$ cat src/sv/deq_pkg.sv
`timescale 1ns / 1ps
// ----------------------------------------------------------------------------
// deq_pkg: shared types and constants for the double-ended queue
// Item and result structs, action and status codes, default sizes.
// ----------------------------------------------------------------------------
package deq_pkg;

	localparam int unsigned DEPTH_DEF      = 16;
	localparam int unsigned NAME_BYTES_DEF = 20;
	localparam int unsigned NAME_MAX_W     = 160;

	typedef logic [2:0] action_t;
	typedef logic [1:0] status_t;

	localparam action_t ACT_PUSH_FRONT = 3'd0;
	localparam action_t ACT_PUSH_REAR  = 3'd1;
	localparam action_t ACT_POP_FRONT  = 3'd2;
	localparam action_t ACT_POP_REAR   = 3'd3;
	localparam action_t ACT_PEEK_FRONT = 3'd4;
	localparam action_t ACT_PEEK_REAR  = 3'd5;

	localparam status_t ST_OK    = 2'd0;
	localparam status_t ST_EMPTY = 2'd1;
	localparam status_t ST_FULL  = 2'd2;

	typedef struct packed {
		action_t            action;
		logic signed [31:0] number;
		logic [63:0]        name_bytes_0_7;
		logic [63:0]        name_bytes_8_15;
		logic [31:0]        name_bytes_16_19;
	} cmd_t;

	typedef struct packed {
		status_t            status;
		logic signed [31:0] entry_number;
		logic [63:0]        entry_name_0_7;
		logic [63:0]        entry_name_8_15;
		logic [31:0]        entry_name_16_19;
		logic [4:0]         fill_count;
	} result_t;

	// per-item control from the pointer logic
	typedef struct packed {
		logic    wr;
		logic    rd;
		status_t status;
	} op_t;

endpackage

$ cat src/sv/deq_ram.sv
`timescale 1ns / 1ps
// ----------------------------------------------------------------------------
// deq_ram: generic single-port-write, registered-read RAM
// One write and one read port, read data registered on read enable.
// ----------------------------------------------------------------------------
module deq_ram #(
	parameter int unsigned WIDTH = 32,
	parameter int unsigned DEPTH = 16,
	localparam int unsigned AW = (DEPTH > 1) ? $clog2(DEPTH) : 1
) (
	input  logic             clk,
	input  logic             we,
	input  logic [AW-1:0]    waddr,
	input  logic [WIDTH-1:0] wdata,
	input  logic             re,
	input  logic [AW-1:0]    raddr,
	output logic [WIDTH-1:0] rdata
);

	logic [WIDTH-1:0] mem [DEPTH];

	always_ff @(posedge clk) begin
		if (we) begin
			mem[waddr] <= wdata;
		end
		if (re) begin
			rdata <= mem[raddr];
		end
	end

endmodule

$ cat src/sv/deq_ctrl.sv
`timescale 1ns / 1ps
// ----------------------------------------------------------------------------
// deq_ctrl: ring pointers and entry count
// Decodes one action, picks the slot, updates head, tail and count.
// ----------------------------------------------------------------------------
module deq_ctrl import deq_pkg::*; #(
	parameter int unsigned DEPTH = DEPTH_DEF,
	localparam int unsigned AW = (DEPTH > 1) ? $clog2(DEPTH) : 1,
	localparam int unsigned CW = $clog2(DEPTH + 1)
) (
	input  logic          clk,
	input  logic          arst_n,
	input  logic          valid,
	input  action_t       action,
	output op_t           op,
	output logic [AW-1:0] waddr,
	output logic [AW-1:0] raddr,
	output logic [CW-1:0] count
);

	logic [AW-1:0] head_q, tail_q, head_n, tail_n;
	logic [CW-1:0] count_q, count_n;
	logic          full, empty;

	function automatic logic [AW-1:0] next_slot(input logic [AW-1:0] i);
		return (i == AW'(DEPTH - 1)) ? '0 : i + 1'b1;
	endfunction

	function automatic logic [AW-1:0] prev_slot(input logic [AW-1:0] i);
		return (i == '0) ? AW'(DEPTH - 1) : i - 1'b1;
	endfunction

	assign full  = (count_q == CW'(DEPTH));
	assign empty = (count_q == '0);

	always_comb begin
		op.wr     = 1'b0;
		op.rd     = 1'b0;
		op.status = ST_OK;
		waddr     = tail_q;
		raddr     = head_q;
		head_n    = head_q;
		tail_n    = tail_q;
		count_n   = count_q;
		unique case (action)
			ACT_PUSH_FRONT: begin
				if (full) begin
					op.status = ST_FULL;
				end else begin
					op.wr   = 1'b1;
					head_n  = prev_slot(head_q);
					waddr   = head_n;
					count_n = count_q + 1'b1;
				end
			end
			ACT_PUSH_REAR: begin
				if (full) begin
					op.status = ST_FULL;
				end else begin
					op.wr   = 1'b1;
					waddr   = tail_q;
					tail_n  = next_slot(tail_q);
					count_n = count_q + 1'b1;
				end
			end
			ACT_POP_FRONT: begin
				if (empty) begin
					op.status = ST_EMPTY;
				end else begin
					op.rd   = 1'b1;
					raddr   = head_q;
					head_n  = next_slot(head_q);
					count_n = count_q - 1'b1;
				end
			end
			ACT_POP_REAR: begin
				if (empty) begin
					op.status = ST_EMPTY;
				end else begin
					op.rd   = 1'b1;
					tail_n  = prev_slot(tail_q);
					raddr   = tail_n;
					count_n = count_q - 1'b1;
				end
			end
			ACT_PEEK_FRONT: begin
				if (empty) begin
					op.status = ST_EMPTY;
				end else begin
					op.rd = 1'b1;
					raddr = head_q;
				end
			end
			ACT_PEEK_REAR: begin
				if (empty) begin
					op.status = ST_EMPTY;
				end else begin
					op.rd = 1'b1;
					raddr = prev_slot(tail_q);
				end
			end
			default: begin
				op.status = ST_OK;
			end
		endcase
	end

	assign count = count_n;

	always_ff @(posedge clk or negedge arst_n) begin
		if (!arst_n) begin
			head_q  <= '0;
			tail_q  <= '0;
			count_q <= '0;
		end else if (valid) begin
			head_q  <= head_n;
			tail_q  <= tail_n;
			count_q <= count_n;
		end
	end

endmodule

$ cat src/sv/double_ended_queue.sv
`timescale 1ns / 1ps
// ----------------------------------------------------------------------------
// double_ended_queue: bounded deque on a ring of DEPTH entries
// Push and pop at either end, peek at either end, one action per item.
// ----------------------------------------------------------------------------
// channel  | handshake            | payload
// ---------+----------------------+---------
// item     | start, busy          | cmd
// result   | done (one cycle)     | result
//
// One item per cycle; busy is never raised.
// The result passes the input register, then the entry RAM read register
// alongside the status and count registers.
// Reset clears pointers, count and strobes; entry RAM is not cleared.
// The receiver cannot stall; every result is shown for one cycle only.
// ----------------------------------------------------------------------------
module double_ended_queue import deq_pkg::*; #(
	parameter int unsigned DEPTH      = DEPTH_DEF,
	parameter int unsigned NAME_BYTES = NAME_BYTES_DEF
) (
	input  logic    clk,
	input  logic    arst_n,
	input  logic    start,
	output logic    busy,
	input  cmd_t    cmd,
	output logic    done,
	output result_t result
);

	localparam int unsigned AW     = (DEPTH > 1) ? $clog2(DEPTH) : 1;
	localparam int unsigned CW     = $clog2(DEPTH + 1);
	localparam int unsigned NAME_W = 8 * NAME_BYTES;
	localparam int unsigned ENT_W  = 32 + NAME_W;

	logic                   valid_s1;
	cmd_t                   cmd_s1;
	op_t                    op;
	logic [AW-1:0]          waddr, raddr;
	logic [CW-1:0]          count;
	logic [NAME_MAX_W-1:0]  name_in, name_out;
	logic [ENT_W-1:0]       wdata, rdata;
	logic                   done_s2, rd_s2;
	status_t                status_s2;
	logic [4:0]             fill_s2;

	assign busy = 1'b0;

	always_ff @(posedge clk or negedge arst_n) begin
		if (!arst_n) begin
			valid_s1 <= 1'b0;
		end else begin
			valid_s1 <= start && !busy;
		end
	end

	always_ff @(posedge clk) begin
		if (start && !busy) begin
			cmd_s1 <= cmd;
		end
	end

	deq_ctrl #(.DEPTH(DEPTH)) u_ctrl (
		.clk    (clk),
		.arst_n (arst_n),
		.valid  (valid_s1),
		.action (cmd_s1.action),
		.op     (op),
		.waddr  (waddr),
		.raddr  (raddr),
		.count  (count)
	);

	assign name_in = {cmd_s1.name_bytes_16_19, cmd_s1.name_bytes_8_15,
		cmd_s1.name_bytes_0_7};
	assign wdata   = {cmd_s1.number, name_in[NAME_W-1:0]};

	deq_ram #(.WIDTH(ENT_W), .DEPTH(DEPTH)) u_ram (
		.clk   (clk),
		.we    (valid_s1 && op.wr),
		.waddr (waddr),
		.wdata (wdata),
		.re    (valid_s1 && op.rd),
		.raddr (raddr),
		.rdata (rdata)
	);

	always_ff @(posedge clk or negedge arst_n) begin
		if (!arst_n) begin
			done_s2 <= 1'b0;
		end else begin
			done_s2 <= valid_s1;
		end
	end

	always_ff @(posedge clk) begin
		if (valid_s1) begin
			rd_s2     <= op.rd;
			status_s2 <= op.status;
			fill_s2   <= 5'(count);
		end
	end

	assign name_out = NAME_MAX_W'(rdata[NAME_W-1:0]);

	assign done = done_s2;

	always_comb begin
		result.status           = status_s2;
		result.fill_count       = fill_s2;
		result.entry_number     = '0;
		result.entry_name_0_7   = '0;
		result.entry_name_8_15  = '0;
		result.entry_name_16_19 = '0;
		if (rd_s2) begin
			result.entry_number     = rdata[ENT_W-1 -: 32];
			result.entry_name_0_7   = name_out[63:0];
			result.entry_name_8_15  = name_out[127:64];
			result.entry_name_16_19 = name_out[159:128];
		end
	end

endmodule

$ cat config.mk
export PLATFORM = sky130hd
export DESIGN_NAME = double_ended_queue
export DESIGN_NICKNAME = d
export VERILOG_FILES = /design/src/sv/deq_pkg.sv /design/src/sv/deq_ram.sv /design/src/sv/deq_ctrl.sv /design/src/sv/double_ended_queue.sv
export SDC_FILE = /design/constraint.sdc
export NUM_CORES = 2
export LEC_CHECK = 0
export BUFFER_PORTS_ARGS = -buffer_cell sky130_fd_sc_hd__buf_2
export CAP_MARGIN = 10
export CORE_UTILIZATION = 48
export DETAILED_ROUTE_END_ITERATION = 6
export PLACE_DENSITY = 0.65
export SYNTH_ARGS = -nofsm -noshare
export SYNTH_HDL_FRONTEND = slang
export SYNTH_HIERARCHICAL = 1
export SYNTH_SLANG_ARGS = --single-unit
$ cat constraint.sdc
create_clock -name clk -period 45.6 [get_ports clk]
set_input_delay 6.84 -clock clk [delete_from_list [all_inputs] [get_ports clk]]
set_output_delay 6.84 -clock clk [all_outputs]
set_load 0.005 [all_outputs]
==> impl_metrics.csv <==
group,metric,value,unit
final_layout,finish.utilization,0.5481,
power,leakagePower,47.05,nW
place,hpwl,147500,µm
setup_path,crit_path_max_fanout,112,
die,rows,190,
die,die_w,521.7,µm
yosys,ys.warnings.count,6,
drt,wl_met2,145000,µm
drt,wl_met1,124500,µm
place,portBuffers,397,
final_layout,fill_cells,19920,
place,place_area,135800,µm²
final_layout,drive_gt1_frac,0.2725,
yosys,async_reset_ff_frac,0.004308,
global_routing,antenna_found_initial,43,
global_routing,grt_first_pass_wirelength,430300,µm
drt,via_per_inst,5.982,
die,die_area,272200,µm²
status,status,"complete, no violations",
setup_path,crit_path_start_kind,"register",
sta,drv_slew,0,
sta,finalHoldViolations,0,
drt,drt-pass1-iter-count,6,
global_routing,grt_overflow,0,
setup_path,slowest_stage,"buf_4",
clock_network,cts.sinks,3482,
setup_path,crit_type,"register to output port",
drt,wl_met3,24400,µm
clock_network,cts.clk_slew.worst_paths,0.06,ns
drt,drc,0,
final_layout,final_area,147100,µm²
setup_path,crit_chain,"buf_4 -> buf_4 -> and2_1 -> buf_2",
final_layout,nNetsFinal,6383,
setup_path,required,38.76,ns
drt,finalWirelength,300100,µm
drt,postRouteAntennaNets,0,
yosys,synthDistinctLibCells,55,
drt,top_layer,"met5",
sta,min_period,9.993,ns
clock_network,clock_path_buffers,4,
final_layout,final_common_cell,"edfxtp_1",
clock_network,cts_resized,0,
clock_network,cts_hold_buf,0,
global_routing,grt_max_degree,135,
power,vdd_drop_max,0.05836,mV
yosys,syn_inst,5613,
yosys,synth_ff_type,"edfxtp_1",
drt,drt-initial-drc-count,6250,
yosys,synth_nets,5817,
power,power.density,62.11,nW/µm²
drt,vias,59870,
run,maxCapViolations,0,
power,finalPower,9.138,mW
yosys,synth_area,129700,µm²
die,initial_core_util,0.4831,
yosys,syn_avg_cell_area,23.10,µm²
sta,finalSetupViolations,0,
setup_path,max_stage_delay,0.70,ns
sta,finalSetupTns,0,ns
yosys,synth_seq_cells,3482,
setup_path,path_common_cell,"buf_4",
place,place.gp.congestion,0.7275,
clock_network,worstSkewPairLatency,0.91,ns
min_path,hold_class,"register to register",
global_routing,grtUsageTotal,0.2206,
sta,rsz0062_at_grt,"no",
final_layout,layout_common_cells,"edfxtp_1 (3467), mux4_2 (717), buf_2 (396)",
sta,maxSlewHeadroom,0.1688,
place,pre_cts_ws,36.40,ns
clock_network,cts_buffers,360,
setup_path,endpoint_kind,"output port",
clock_network,cts_tree,"yes",
sta,fmaxAchievable,0.1001,GHz
die,pin_count,399,
final_layout,area_growth,13.46,%
setup_path,cp_top_family,"buffers and inverters",
setup_path,crit_arrival,3.15,ns
sta,worst_clock_skew,0.07715,ns
die,core-area,268400,µm²
global_routing,grt_pass1_vias,61200,
die,die-height,521.7,µm
clock_network,post_cts_buffers,0,
sta,post-route-period-util,0.2191,
yosys,yosysSeqAreaShare,0.8059,
yosys,synth-edff-count,3467,
clock_network,ctsRootBufferMaster,"clkbuf_16",
sta,tightest_slew,1.247,ns
sta,fin_ws,35.61,ns
drt,routedWlPerCell,29.98,µm
clock_network,cts_max_level,5,
setup_path,path_buf_inv,3,
==> routing by layer <==
metal  track usage  vias to the layer above
met1        0.3163                    32140
met2        0.3549                     2482
met3       0.04034                      397
li1              -                    24840
met5             0                        -
met4       0.05053                       16
==> metrics by stage <==
step / hold WS, ns / cells
3_5_place_dp: 0.6175 / 9369
4_1_cts: 0.6285 / 10000
6_report: 0.6329 / 10010
5_1_grt: 0.7096 / 10010
3_3_place_gp: 0.6087 / 9369
2_1_floorplan: 0.6001 / 5613
==> cells in the mapped netlist (all sizes together) (4+ instances only) <==
master	n	area share
edfxtp	3467	0.80
mux4	717	0.12
a22oi	329	0.019
and2	200	0.0096
buf	188	0.0090
nand2	177	0.0051
mux2i	122	0.0094
clkbuf	112	0.0032
a21oi	41	0.0016
nor2	35	0.0010
a211oi	30	0.0018
o211ai	27	0.0016
o22ai	27	0.0013
o21ai	25	0.00096
dfrtp	15	0.0029
nor2b	13	0.00063
inv	11	0.00032
nand2b	9	0.00043
nor3	8	0.00031
xnor2	7	0.00047
ha	6	0.00058
nand3b	6	0.00035
nand3	5	0.00023
mux2	4	0.00038
==> where the power goes <==
| group | switching (mW) | internal [mW] |
|---|---|---|
| clock | 1.19 | 1.64 |
| sequential | 0.0959 | 3.79 |
| combinational | 1.44 | 0.983 |
| total | 2.73 | 6.41 |
==> state kept, by name, summed over array words and instances (netlist names), 2 cells and up <==
signal and count:
u_ctrl/tail_q 4, u_ram/rdata 192, u_ram/mem 3072, fill_s2 5
status_s2 2, cmd_s1 195, u_ctrl/head_q 4, u_ctrl/count_q 5
==> worst paths after layout <==
check	startpoint	end	slack [ns]	depth (start not counted)
max in group asynchronous	arst_n	u_ctrl/tail_q[2]$_DFFE_PN0P_	39.47	1
min in group asynchronous	arst_n	u_ctrl/count_q[4]$_DFFE_PN0P_	5.84	1
hold / removal	u_ctrl/tail_q[2]$_DFFE_PN0P_	u_ctrl/tail_q[2]$_DFFE_PN0P_	0.63	1
hold reg to reg	u_ctrl/tail_q[2]$_DFFE_PN0P_	u_ctrl/tail_q[2]$_DFFE_PN0P_	0.63	1
setup reg to reg	u_ctrl/count_q[1]$_DFFE_PN0P_	u_ram/rdata[63]$_DFFE_PP_	37.96	13
setup / recovery	rd_s2$_DFFE_PP_	result[82]	35.61	4
==> final cells by class <==
| class | count | area, µm² | share of cell area |
|---|---|---|---|
| Sequential cell | 3482 | 104500 | 0.7102 |
| Clock buffer | 425 | 9399 | 0.06389 |
| Clock inverter | 210 | 1919 | 0.01305 |
| Multi-Input combinational cell | 1819 | 23760 | 0.1615 |
| Timing Repair Buffer | 504 | 3050 | 0.02073 |
| Inverter | 12 | 45.04 | 0.0003062 |
| Tap cell | 3552 | 4444 | 0.03021 |
| Antenna cell | 5 | 12.51 | 0.00008505 |
==> cells by family (layout without fill, tap and decap cells) <==
logic type / Yosys count / in the layout / synth area share
mux: 843 / 843 / 0.1343
xor+xnor: 10 / 10 / 0.0006755
buf+inv: 312 / 1151 / 0.01257
flops: 3482 / 3482 / 0.8059
other cells: 1 / 6 / 0.00002892
simple gates: 464 / 464 / 0.01858
fa+ha+maj: 6 / 6 / 0.0005790
compound gates: 495 / 495 / 0.02738
Note: power is estimated with default switching activity, not from simulation.
